### config.mk
export PLATFORM = sky130hd
export DESIGN_NAME = encoder_speed_window_core_flat
export DESIGN_NICKNAME = d
export VERILOG_FILES = /design/src/rtl/core/esw_pkg.sv /design/src/rtl/core/esw_if.sv /design/src/rtl/core/esw_div.sv /design/src/rtl/core/encoder_speed_window_core.sv /design/src/flat_wrapper.sv
export SDC_FILE = /design/constraint.sdc
export NUM_CORES = 1
export LEC_CHECK = 0
export ABC_AREA = 1
export BUFFER_PORTS_ARGS = -buffer_cell sky130_fd_sc_hd__buf_2
export CAP_MARGIN = 20
export CORE_MARGIN = 1
export CORE_UTILIZATION = 30
export DETAILED_ROUTE_END_ITERATION = 12
export PLACE_DENSITY = 0.42
export SYNTH_ARGS = -nofsm -noshare
export SYNTH_HDL_FRONTEND = slang
export SYNTH_SLANG_ARGS = --single-unit
### constraint.sdc
create_clock -name clk -period 7.95 [get_ports clk]
set_input_delay 0.3975 -clock clk [delete_from_list [all_inputs] [get_ports clk]]
set_output_delay 0.3975 -clock clk [all_outputs]
set_load 0.1 [all_outputs]
### src/rtl/core/esw_pkg.sv
package esw_pkg;

    // pulse counter width; the count difference wraps at this width
    localparam int COUNT_W = 32;

    // field and register widths
    localparam int TIME_W  = 32;
    localparam int CNT_IN_W = 32;
    localparam int REG_W   = 16;
    localparam int VAL_W   = 16;
    localparam int IDX_W   = 8;

    // scale constants
    localparam int SCALE_W = 10;
    localparam logic [SCALE_W-1:0] CPS_SCALE = SCALE_W'(1000);
    localparam logic [SCALE_W-1:0] RPM_SCALE = SCALE_W'(60);

    // divider sizing: quotient is only needed up to the saturation point
    localparam int PROD_W = CNT_IN_W + SCALE_W;
    localparam int QUOT_W = VAL_W + 1;
    localparam int REM_W  = REG_W + QUOT_W;
    localparam int STEP_W = $clog2(QUOT_W + 1);

    localparam logic [VAL_W-1:0] VAL_MAX = {1'b0, {(VAL_W-1){1'b1}}};
    localparam logic [VAL_W-1:0] VAL_MIN = {1'b1, {(VAL_W-1){1'b0}}};

    // register indexes
    localparam logic [IDX_W-1:0] REG_SAMPLE_MS      = IDX_W'(0);
    localparam logic [IDX_W-1:0] REG_PULSES_PER_REV = IDX_W'(1);

    // reset values
    localparam logic [REG_W-1:0] SAMPLE_MS_RST      = REG_W'(100);
    localparam logic [REG_W-1:0] PULSES_PER_REV_RST = REG_W'(1);

    typedef enum logic [2:0] {
        ST_IDLE,
        ST_MUL_CPS,
        ST_START_CPS,
        ST_WAIT_CPS,
        ST_MUL_RPM,
        ST_START_RPM,
        ST_WAIT_RPM,
        ST_DONE
    } state_t;

    // divider status back to the sequencer
    typedef struct packed {
        logic              done;
        logic              ovf;
        logic [QUOT_W-1:0] quot;
    } div_res_t;

    typedef struct packed {
        logic             clip;
        logic [VAL_W-1:0] val;
    } sat_t;

    // apply sign to a quotient magnitude and saturate to 16 bit signed
    function automatic sat_t sat_quot(input logic neg, input logic ovf,
                                      input logic [QUOT_W-1:0] q);
        sat_t r;
        r.clip = 1'b0;
        r.val  = '0;
        if (neg) begin
            if (ovf || q > QUOT_W'(VAL_MIN)) begin
                r.clip = 1'b1;
                r.val  = VAL_MIN;
            end else begin
                r.val = VAL_W'(-q);
            end
        end else begin
            if (ovf || q > QUOT_W'(VAL_MAX)) begin
                r.clip = 1'b1;
                r.val  = VAL_MAX;
            end else begin
                r.val = VAL_W'(q);
            end
        end
        return r;
    endfunction

endpackage

### src/rtl/core/esw_if.sv
interface esw_in_if;
    logic                                valid;
    logic                                ready;
    logic [esw_pkg::TIME_W-1:0]          now_ms;
    logic signed [esw_pkg::CNT_IN_W-1:0] pulse_total;

    modport source (output valid, output now_ms, output pulse_total, input ready);
    modport sink   (input valid, input now_ms, input pulse_total, output ready);
endinterface

interface esw_out_if;
    logic                             valid;
    logic                             ready;
    logic signed [esw_pkg::VAL_W-1:0] cps;
    logic signed [esw_pkg::VAL_W-1:0] rpm;
    logic                             updated;
    logic                             clipped;

    modport source (output valid, output cps, output rpm, output updated,
                    output clipped, input ready);
    modport sink   (input valid, input cps, input rpm, input updated,
                    input clipped, output ready);
endinterface

### src/rtl/core/esw_div.sv
module esw_div (
    input  logic                         clk,
    input  logic                         rst_n,
    input  logic                         start,
    input  logic [esw_pkg::PROD_W-1:0]   dividend,
    input  logic [esw_pkg::REG_W-1:0]    divisor,
    output esw_pkg::div_res_t            res
);

    logic [esw_pkg::REM_W-1:0]  rem_reg, rem_next;
    logic [esw_pkg::REM_W-1:0]  den_reg, den_next;
    logic [esw_pkg::QUOT_W-1:0] quot_reg, quot_next;
    logic [esw_pkg::STEP_W-1:0] step_reg, step_next;
    logic                       busy_reg, busy_next;
    logic                       done_reg, done_next;
    logic                       ovf_reg, ovf_next;
    logic                       fits;

    // one restoring step per cycle
    assign fits = (rem_reg >= den_reg);

    always_comb
    begin
        rem_next  = rem_reg;
        den_next  = den_reg;
        quot_next = quot_reg;
        step_next = step_reg;
        busy_next = busy_reg;
        done_next = 1'b0;
        ovf_next  = ovf_reg;
        if (start)
        begin
            // quotient too large for the saturation range is flagged up front
            ovf_next  = (dividend >= (esw_pkg::PROD_W'(divisor) << esw_pkg::QUOT_W));
            rem_next  = dividend[esw_pkg::REM_W-1:0];
            den_next  = esw_pkg::REM_W'(divisor) << (esw_pkg::QUOT_W - 1);
            quot_next = '0;
            step_next = esw_pkg::STEP_W'(esw_pkg::QUOT_W);
            busy_next = 1'b1;
        end
        else if (busy_reg)
        begin
            if (fits)
            begin
                rem_next = rem_reg - den_reg;
            end
            quot_next = {quot_reg[esw_pkg::QUOT_W-2:0], fits};
            den_next  = den_reg >> 1;
            step_next = step_reg - esw_pkg::STEP_W'(1);
            if (step_reg == esw_pkg::STEP_W'(1))
            begin
                busy_next = 1'b0;
                done_next = 1'b1;
            end
        end
    end

    // control state
    always_ff @(posedge clk or negedge rst_n)
    begin
        if (!rst_n)
        begin
            busy_reg <= 1'b0;
            done_reg <= 1'b0;
            step_reg <= '0;
        end
        else
        begin
            busy_reg <= busy_next;
            done_reg <= done_next;
            step_reg <= step_next;
        end
    end

    // datapath
    always_ff @(posedge clk)
    begin
        rem_reg  <= rem_next;
        den_reg  <= den_next;
        quot_reg <= quot_next;
        ovf_reg  <= ovf_next;
    end

    assign res.done = done_reg;
    assign res.ovf  = ovf_reg;
    assign res.quot = quot_reg;

endmodule

### src/rtl/core/encoder_speed_window_core.sv
// Windowed encoder speed meter. Each input word carries the current millisecond
// time and the signed pulse count. When at least sample_ms milliseconds have
// passed since the last window closed, counts per second are recomputed as
// (count delta) * 1000 / sample_ms; otherwise the held value is returned.
// rpm = cps * 60 / pulses_per_rev is produced for every word, and both values
// saturate to 16 bit signed with the clipped flag set. One word is processed
// at a time through a single shared 17-step restoring divider: a word that
// closes a window runs two divisions, and a word that reuses the held value
// runs one division. The next word can be accepted once the sequencer is back
// in idle, after the result has moved to the output register; a finished word
// waits there longer only while the previous result is still untaken.
// The result sits in an output register, so the next word may be accepted while
// it waits. A register value of 0 for either divisor acts as 1. Register writes
// are taken at any time but are meant for when the block is idle.
module encoder_speed_window_core (
    input  logic                        clk,
    input  logic                        rst_n,
    esw_in_if.sink                      in_ch,
    esw_out_if.source                   out_ch,
    input  logic                        cfg_we,
    input  logic [esw_pkg::IDX_W-1:0]   cfg_idx,
    input  logic [esw_pkg::REG_W-1:0]   cfg_data
);

    esw_pkg::state_t state_reg, state_next;

    logic [esw_pkg::REG_W-1:0]    sample_ms_reg;
    logic [esw_pkg::REG_W-1:0]    ppr_reg;
    logic [esw_pkg::CNT_IN_W-1:0] prev_count_reg;
    logic [esw_pkg::TIME_W-1:0]   prev_time_reg;
    logic [esw_pkg::VAL_W-1:0]    held_cps_reg;

    logic [esw_pkg::TIME_W-1:0]   now_reg;
    logic [esw_pkg::CNT_IN_W-1:0] count_reg;
    logic                         upd_reg;
    logic                         neg_reg;
    logic                         clip_reg;
    logic [esw_pkg::PROD_W-1:0]   prod_reg;
    logic [esw_pkg::REG_W-1:0]    den_reg;
    logic [esw_pkg::VAL_W-1:0]    rpm_reg;

    logic                         out_valid_reg;
    logic [esw_pkg::VAL_W-1:0]    out_cps_reg;
    logic [esw_pkg::VAL_W-1:0]    out_rpm_reg;
    logic                         out_upd_reg;
    logic                         out_clip_reg;

    logic                         accept;
    logic                         div_start;
    logic                         out_free;
    logic [esw_pkg::TIME_W-1:0]   elapsed;
    logic                         window_closed;
    logic [esw_pkg::CNT_IN_W-1:0] diff_raw;
    logic [esw_pkg::CNT_IN_W-1:0] diff;
    logic [esw_pkg::CNT_IN_W-1:0] diff_abs;
    logic [esw_pkg::VAL_W-1:0]    cps_abs;
    esw_pkg::div_res_t            div_res;
    esw_pkg::sat_t                sat_res;

    // shared divider
    esw_div u_div (
        .clk      (clk),
        .rst_n    (rst_n),
        .start    (div_start),
        .dividend (prod_reg),
        .divisor  (den_reg),
        .res      (div_res)
    );

    assign accept   = in_ch.valid && in_ch.ready;
    assign out_free = !out_valid_reg || out_ch.ready;

    // window check and wrapping count delta
    assign elapsed       = in_ch.now_ms - prev_time_reg;
    assign window_closed = (elapsed >= esw_pkg::TIME_W'(sample_ms_reg));
    assign diff_raw      = count_reg - prev_count_reg;
    assign diff          = esw_pkg::CNT_IN_W'(signed'(diff_raw[esw_pkg::COUNT_W-1:0]));
    assign diff_abs      = diff[esw_pkg::CNT_IN_W-1] ? -diff : diff;
    assign cps_abs       = held_cps_reg[esw_pkg::VAL_W-1] ? -held_cps_reg : held_cps_reg;
    assign sat_res       = esw_pkg::sat_quot(neg_reg, div_res.ovf, div_res.quot);

    // next state
    always_comb
    begin
        state_next = state_reg;
        case (state_reg)
            esw_pkg::ST_IDLE:
            begin
                if (accept)
                begin
                    state_next = window_closed ? esw_pkg::ST_MUL_CPS : esw_pkg::ST_MUL_RPM;
                end
            end
            esw_pkg::ST_MUL_CPS:   state_next = esw_pkg::ST_START_CPS;
            esw_pkg::ST_START_CPS: state_next = esw_pkg::ST_WAIT_CPS;
            esw_pkg::ST_WAIT_CPS:
            begin
                if (div_res.done)
                begin
                    state_next = esw_pkg::ST_MUL_RPM;
                end
            end
            esw_pkg::ST_MUL_RPM:   state_next = esw_pkg::ST_START_RPM;
            esw_pkg::ST_START_RPM: state_next = esw_pkg::ST_WAIT_RPM;
            esw_pkg::ST_WAIT_RPM:
            begin
                if (div_res.done)
                begin
                    state_next = esw_pkg::ST_DONE;
                end
            end
            esw_pkg::ST_DONE:
            begin
                if (out_free)
                begin
                    state_next = esw_pkg::ST_IDLE;
                end
            end
            default: state_next = esw_pkg::ST_IDLE;
        endcase
    end

    // sequencer outputs
    always_comb
    begin
        in_ch.ready = 1'b0;
        div_start   = 1'b0;
        case (state_reg)
            esw_pkg::ST_IDLE:      in_ch.ready = 1'b1;
            esw_pkg::ST_START_CPS: div_start   = 1'b1;
            esw_pkg::ST_START_RPM: div_start   = 1'b1;
            default:
            begin
                in_ch.ready = 1'b0;
                div_start   = 1'b0;
            end
        endcase
    end

    // control state, registers and window state
    always_ff @(posedge clk or negedge rst_n)
    begin
        if (!rst_n)
        begin
            state_reg      <= esw_pkg::ST_IDLE;
            sample_ms_reg  <= esw_pkg::SAMPLE_MS_RST;
            ppr_reg        <= esw_pkg::PULSES_PER_REV_RST;
            prev_count_reg <= '0;
            prev_time_reg  <= '0;
            held_cps_reg   <= '0;
            out_valid_reg  <= 1'b0;
        end
        else
        begin
            state_reg <= state_next;
            if (cfg_we)
            begin
                case (cfg_idx)
                    esw_pkg::REG_SAMPLE_MS:      sample_ms_reg <= cfg_data;
                    esw_pkg::REG_PULSES_PER_REV: ppr_reg       <= cfg_data;
                    default:                     ;
                endcase
            end
            if (state_reg == esw_pkg::ST_WAIT_CPS && div_res.done)
            begin
                held_cps_reg   <= sat_res.val;
                prev_count_reg <= count_reg;
                prev_time_reg  <= now_reg;
            end
            if (state_reg == esw_pkg::ST_DONE && out_free)
            begin
                out_valid_reg <= 1'b1;
            end
            else if (out_ch.ready)
            begin
                out_valid_reg <= 1'b0;
            end
        end
    end

    // datapath
    always_ff @(posedge clk)
    begin
        case (state_reg)
            esw_pkg::ST_IDLE:
            begin
                if (accept)
                begin
                    now_reg   <= in_ch.now_ms;
                    count_reg <= in_ch.pulse_total;
                    upd_reg   <= window_closed;
                    clip_reg  <= 1'b0;
                end
            end
            esw_pkg::ST_MUL_CPS:
            begin
                prod_reg <= esw_pkg::PROD_W'(diff_abs) * esw_pkg::PROD_W'(esw_pkg::CPS_SCALE);
                neg_reg  <= diff[esw_pkg::CNT_IN_W-1];
                den_reg  <= (sample_ms_reg == '0) ? esw_pkg::REG_W'(1) : sample_ms_reg;
            end
            esw_pkg::ST_WAIT_CPS:
            begin
                if (div_res.done)
                begin
                    clip_reg <= sat_res.clip;
                end
            end
            esw_pkg::ST_MUL_RPM:
            begin
                prod_reg <= esw_pkg::PROD_W'(cps_abs) * esw_pkg::PROD_W'(esw_pkg::RPM_SCALE);
                neg_reg  <= held_cps_reg[esw_pkg::VAL_W-1];
                den_reg  <= (ppr_reg == '0) ? esw_pkg::REG_W'(1) : ppr_reg;
            end
            esw_pkg::ST_WAIT_RPM:
            begin
                if (div_res.done)
                begin
                    rpm_reg  <= sat_res.val;
                    clip_reg <= clip_reg | sat_res.clip;
                end
            end
            esw_pkg::ST_DONE:
            begin
                if (out_free)
                begin
                    out_cps_reg  <= held_cps_reg;
                    out_rpm_reg  <= rpm_reg;
                    out_upd_reg  <= upd_reg;
                    out_clip_reg <= clip_reg;
                end
            end
            default: ;
        endcase
    end

    assign out_ch.valid   = out_valid_reg;
    assign out_ch.cps     = out_cps_reg;
    assign out_ch.rpm     = out_rpm_reg;
    assign out_ch.updated = out_upd_reg;
    assign out_ch.clipped = out_clip_reg;

    // divider finishes only while the sequencer waits on it
    a_div_done_waited: assert property (@(posedge clk) disable iff (!rst_n)
        div_res.done |-> (state_reg == esw_pkg::ST_WAIT_CPS ||
                          state_reg == esw_pkg::ST_WAIT_RPM))
        else $error("divider done outside a wait state");

    // one word at a time
    a_busy_after_accept: assert property (@(posedge clk) disable iff (!rst_n)
        accept |=> !in_ch.ready)
        else $error("ready right after accepting a word");

    // a result only appears after a finished computation
    a_out_from_done: assert property (@(posedge clk) disable iff (!rst_n)
        $rose(out_ch.valid) |-> $past(state_reg == esw_pkg::ST_DONE))
        else $error("result presented without finishing");

    // held value moves only when a window closes
    a_held_on_window: assert property (@(posedge clk) disable iff (!rst_n)
        !$stable(held_cps_reg) |-> $past(state_reg == esw_pkg::ST_WAIT_CPS && upd_reg))
        else $error("held cps changed outside a closing window");

endmodule
### src/flat_wrapper.sv
// flat-port wrapper written by rule: the top's interface ports become plain ports
module encoder_speed_window_core_flat 
  (clk, rst_n, cfg_we, cfg_idx, cfg_data, in_ch_valid, in_ch_now_ms, in_ch_pulse_total, in_ch_ready, out_ch_valid, out_ch_cps, out_ch_rpm, out_ch_updated, out_ch_clipped, out_ch_ready);
  esw_in_if in_ch_i ();
  esw_out_if out_ch_i ();
  input  logic clk;
  input  logic rst_n;
  input  logic cfg_we;
  input  logic [esw_pkg::IDX_W-1:0] cfg_idx;
  input  logic [esw_pkg::REG_W-1:0] cfg_data;
  input wire logic [$bits(in_ch_i.valid)-1:0] in_ch_valid;
  input wire logic [$bits(in_ch_i.now_ms)-1:0] in_ch_now_ms;
  input wire logic [$bits(in_ch_i.pulse_total)-1:0] in_ch_pulse_total;
  output wire logic [$bits(in_ch_i.ready)-1:0] in_ch_ready;
  output wire logic [$bits(out_ch_i.valid)-1:0] out_ch_valid;
  output wire logic [$bits(out_ch_i.cps)-1:0] out_ch_cps;
  output wire logic [$bits(out_ch_i.rpm)-1:0] out_ch_rpm;
  output wire logic [$bits(out_ch_i.updated)-1:0] out_ch_updated;
  output wire logic [$bits(out_ch_i.clipped)-1:0] out_ch_clipped;
  input wire logic [$bits(out_ch_i.ready)-1:0] out_ch_ready;
  assign in_ch_i.valid = in_ch_valid;
  assign in_ch_i.now_ms = in_ch_now_ms;
  assign in_ch_i.pulse_total = in_ch_pulse_total;
  assign in_ch_ready = in_ch_i.ready;
  assign out_ch_valid = out_ch_i.valid;
  assign out_ch_cps = out_ch_i.cps;
  assign out_ch_rpm = out_ch_i.rpm;
  assign out_ch_updated = out_ch_i.updated;
  assign out_ch_clipped = out_ch_i.clipped;
  assign out_ch_i.ready = out_ch_ready;
  encoder_speed_window_core u_core (.clk(clk), .rst_n(rst_n), .in_ch(in_ch_i), .out_ch(out_ch_i), .cfg_we(cfg_we), .cfg_idx(cfg_idx), .cfg_data(cfg_data));
endmodule
* After elaboration in Yosys (flattened, before gate mapping)
Index checks and enable logic that the tools add are counted.
** Cells by class
- Bitwise logic cells :: 1
- Muxes and demuxes :: 39
- Equal/unequal tests :: 13
- Add/subtract/negate cells :: 7
- Reductions and logical operators :: 25
- Multiply operators :: 2
- Magnitude comparators :: 5
** Operators with widths (number)
- 2-to-1 mux 33 bit :: 3
- 2-to-1 mux 32 bit :: 3
- case mux 42 bit (2 select lines) :: 1
- 2-to-1 mux 16 bit :: 5
- subtractor 32 bit :: 2
- greater-or-equal comparator 42 x 33 -> 1 bit :: 1
- multiplier 32 x 7 -> 39 bit (second input constant) :: 1
- greater-or-equal comparator 33 x 32 -> 1 bit :: 1
- subtractor 33 x 32 -> 33 bit :: 1
- greater-or-equal comparator 32 x 16 -> 1 bit :: 1
- zero test 16 bit :: 2
- negator 16 bit :: 2
- negator 32 bit :: 1
- case mux 16 bit (2 select lines) :: 1
- case mux 3 bit (8 select lines) :: 1
- multiplier 16 x 4 -> 20 bit (second input constant) :: 1
- greater-than comparator 17 x 15 -> 1 bit (second input constant) :: 1
- greater-than comparator 17 x 16 -> 1 bit (second input constant) :: 1
- 2-to-1 mux 17 bit :: 1
- 2-to-1 mux 1 bit :: 15
- 2-to-1 mux 3 bit :: 5
- == test 3 bit (second input constant) :: 4
- AND reduction 2 bit :: 6
- 2-to-1 mux 5 bit :: 2
- 19 further kinds :: 30
** Storage, ports and cells
- Word-level logic and storage cells :: 119
- Output and inout port bits :: 36
- Input port bits :: 93
- Register bits :: 381

* Logic depth before layout (Yosys ltp)
- Depth after elaboration :: 7
- Mapped depth :: 41
- Depth with buffers taken out :: 41

* Hierarchy
Synthesis repeated with hierarchy kept, for this count alone.
** Second synthesis, totals
- Cell total of the unflattened synthesis :: 3852
- Area, all modules :: 30242.8 µm²
** Modules (own cells, without submodules)
- encoder_speed_window_core :: cells an instance 2876, instances 1, seq. area each 8102.8 µm², area each 23558.8 µm²
- esw_div :: cells an instance 976, instances 1, seq. area each 2337.2 µm², area each 6683.9 µm²

* Worst setup path after synthesis
OpenSTA, ideal clock, no wires.
- Path kind :: register to register
- Start :: register u_core.count_reg[11] in the netlist's numbering
- End :: register u_core.prod_reg[38] in the netlist's numbering (data pin)
- Required time :: 7.695 ns
- Library setup time :: 0.255 ns
- Cell stages (with the launch flop) :: 37
- Arrival :: 6.294 ns
- Buffers on the path :: 2
- Path slack :: 1.401 ns
- Clock period less this slack :: 6.549 ns
- Cells stage by stage :: edfxtp_1 ha_1 nand2_1 nor2_1 inv_1 nor3_1 nand2_1 nand2_1 nand4_1 nand2_1 nand2_1 nand2_2 buf_4 buf_2 nand2_1 xor2_1 inv_1 fa_1 inv_1 fa_1 fa_1 inv_1 fa_1 ha_1 inv_1 o21ai_0 nand2_1 nand2_1 a21oi_1 o21ai_0 nand2_1 nand2_1 a21oi_1 o21bai_1 nand3_1 a21oi_1 nor2_1
** Between the ends
- Cells in the longest elaborated chain, start to end :: 5
** RTL lines
- start, declared :: line encoder_speed_window_core.sv:34 : logic [esw_pkg::CNT_IN_W-1:0] count_reg;
- start signal, assigned :: line encoder_speed_window_core.sv:190 : count_reg <= in_ch.pulse_total;
- subtractor 32 bit * :: line encoder_speed_window_core.sv:76 : assign diff_raw = count_reg - prev_count_reg;
- negator 32 bit :: line encoder_speed_window_core.sv:78 : assign diff_abs = diff[esw_pkg::CNT_IN_W-1] ? -diff : diff;
- 2-to-1 mux 32 bit * :: line encoder_speed_window_core.sv:78
- multiplier 32 x 7 -> 39 bit * :: line encoder_speed_window_core.sv:197 : prod_reg <= esw_pkg::PROD_W'(diff_abs) * esw_pkg::PROD_W'(esw_pkg::CPS_SCALE);
- case mux 42 bit (2 select lines) * :: line encoder_speed_window_core.sv:184 : case (state_reg)
- end signal, assigned :: line encoder_speed_window_core.sv:197
- end signal, assigned :: line encoder_speed_window_core.sv:210 : prod_reg <= esw_pkg::PROD_W'(cps_abs) * esw_pkg::PROD_W'(esw_pkg::RPM_SCALE);
- end, declared :: line encoder_speed_window_core.sv:38 : logic [esw_pkg::PROD_W-1:0] prod_reg;
Every way passes the cells marked *; elsewhere a longest branch is shown, timed or not. The select of a mux whose other input is x is not followed.
A chain may end at the register's enable or synchronous reset.

* Final worst setup path
- Start :: register u_core.count_reg[0] in the netlist's numbering
- End :: register u_core.prod_reg[41] in the netlist's numbering (data pin)
Same word-level chain as after synthesis.

==> results.toml <==
[layout]
regArea_um2 = 10400
area_growth_pct = 15.3
drive_gt1_frac = 0.0856
fillers = 10401
largest_reg_flops = 40
instances_no_fill = 5166
finalNetCount = 4322
multi_input_area_um2 = 16700

[placement]
io_buffers = 128
dp.cells = 5006
gp_congestion = 0.842
dp.final_hpwl_um = 66500
place_ws_ns = 0.271

[route]
drt-initial-drc-count = 1253
antenna_left = 0
drc = 6
wl_per_cell_um = 16.0
first_pass_iters = 11
vias = 24050
routed_via_density = 4.66
routed_wl_um = 82500

[global_routing]
grt_pass1_wl_um = 133000
grt_max_degree = 97
antenna_found_initial = 1
track_usage = 0.169
grt_overflow = 0
grt_pass1_vias = 24271

[timing]
final_hold_viol_count = 0
fin_crit_ns = 7.35
maxSlewHeadroom = 0.323
finClkSkew_ns = 0.0202
tns_ns = 0
rsz0062_at_grt = "false"
tightest_slew_ns = 1.01
finalSetupViolCount = 0
period_share = 0.925
finalWorstSetupSlack_ns = 0.597
max_freq_mhz = 136
slew_violations = 0

[setup_path]
cp.arrival_ns = 7.73
crit_path_frequent_cell = "inv_1"
slowest_delay_ns = 0.51
cp_slowest_cell = "fa_1"
critPathKind = "flop to flop"
critPathMaxFanout = 5
cp.required_ns = 8.33
cp-start-kind = "flop"
end_kind = "flop"

[clock_tree]
clk_pin_slew_ns = 0.06
cts_buffers = 47
cts_root_buf = "clkbuf_16"
cts_tree = "yes"
insertion_delay_ns = 0.63
clock-sinks = 379
clockBufferDepth = 3
htreeDepth = 2

[logic_synthesis]
yosys-top-cells-count = "nand2_1 (807), inv_1 (541), o21ai_0 (330), nor2_1 (303), a21oi_1 (252)"
async_flop_share = 0.325
synth-edff-count = 223
syn-cell-area_um2 = 29500
syn_area_per_cell_um2 = 8.10
syn-num-nets = 4115
synth_top_area_frac = 0.227
ys_seq_area_frac = 0.354
ys_seq_elements = 379
yosysMostFrequentCell = "nand2_1"
synthTopCellsByArea = "edfxtp_1 (23%), nand2_1 (10%), dfrtp_1 (10%)"
synth_cells = 3644
synth_flop_cell = "edfxtp_1"
yosysUniqueCellTypes = 59
yosysWarningCount = 0
synth.largest_area_cell = "edfxtp_1"

[die]
die_area_um2 = 99600
rows = 114
die_y_um = 316
initial_utilization = 0.304
io-pin-count = 129
core-area_um2 = 97000
die_x_um = 316

[flow_run]
drv_cap = 0

[outcome]
violations = "design-rule violations"
status = "complete, but fails checks"

[hold_path]
hp-class = "input pin to flop"
[worst paths after layout]
path                       slack, ns                start  cells past startpoint                       end
max                             0.60  u_core.count_reg[0]                     38       u_core.prod_reg[41]
min                             0.04          cfg_data[6]                      3   u_core.sample_ms_reg[6]
max reg2reg                     0.60  u_core.count_reg[0]                     38       u_core.prod_reg[41]
min reg2reg                     0.42    u_core.rpm_reg[0]                      0      u_core.out_ch.rpm[0]
max in group asynchronous       6.08                rst_n                      4  u_core.sample_ms_reg[10]
min in group asynchronous       0.24                rst_n                      2  u_core.prev_count_reg[9]
[critical path, delay by kind of cell, from the launching register on]
kind	cells	cell delay (ns)
and+or+nand+nor	17	2.20
AOI/OAI and AO/OA	6	0.94
DFF	1	0.36
buffers and inverters	8	0.60
adders and majority gates	7	2.99
[cell families (layout without fill, tap and decap cells)]
| group | after synthesis | after routing | synth area share |
|---|---|---|---|
| other | 0 | 1 | 0 |
| adder cells (fa/ha/maj) | 378 | 378 | 0.197 |
| flip-flops | 379 | 379 | 0.354 |
| XOR/XNOR | 105 | 105 | 0.0312 |
| AND/OR/NAND/NOR | 1461 | 1461 | 0.211 |
| AO/OA/AOI/OAI | 690 | 690 | 0.126 |
| buffers and inverters | 631 | 876 | 0.0809 |
[cell usage in the layout, fill, tap and decap left out, types with 33 or more instances in the layout]
master           n
nand4_1         52
nand3_1        157
a21oi_1        252
fa_1           143
o21ai_0        329
ha_1           235
xor2_1          76
clkbuf_16       47
dfxtp_1         33
dfrtp_1        118
nand2_1        805
edfxtp_1       223
nor3_1          33
dlygate4sd3_1   70
inv_1          540
buf_2          127
nor2_1         299
[layout make-up]
type | instances | area share
clock buffers | 65 | 0.0383
flip-flops and latches | 379 | 0.307
diodes | 1 | 0.0000736
well taps | 1276 | 0.0469
multi-input cells | 2634 | 0.492
repair buffers | 228 | 0.0471
clock inverters | 22 | 0.00611
inverters | 561 | 0.0621
[routing by layer]
| metal | vias up | share of wire | track usage |
|---|---|---|---|
| li1 | 12434 | - | - |
| met1 | 11217 | 0.48 | 0.227 |
| met2 | 306 | 0.47 | 0.284 |
| met3 | 93 | 0.027 | 0.0199 |
| met4 | 0 | 0.027 | 0.0502 |
| met5 | - | 0 | 0 |
[per-stage QoR]
step | cell area (µm²) | utilization | hold slack [ns]
detailed placement | 31700 | 0.327 | 0.345
finish | 34000 | 0.351 | 0.0435
floorplan | 29500 | - | 0.102
CTS | 33900 | 0.350 | 0.00246
global route | 34000 | 0.351 | 0.0363
global placement | 31700 | 0.327 | 0.348
[timing repair]
action / 4_1_cts / 5_1_grt
setup buffers: 0 / 0
hold endpoints to repair: 107 / 0
hold buffers: 70 / 0
endpoints found under the setup margin: 0 / 5
gates resized for setup: 0 / 7
Power is not shown: default switching activity piles up to over one toggle a cycle in this logic, so the estimate is an artifact.
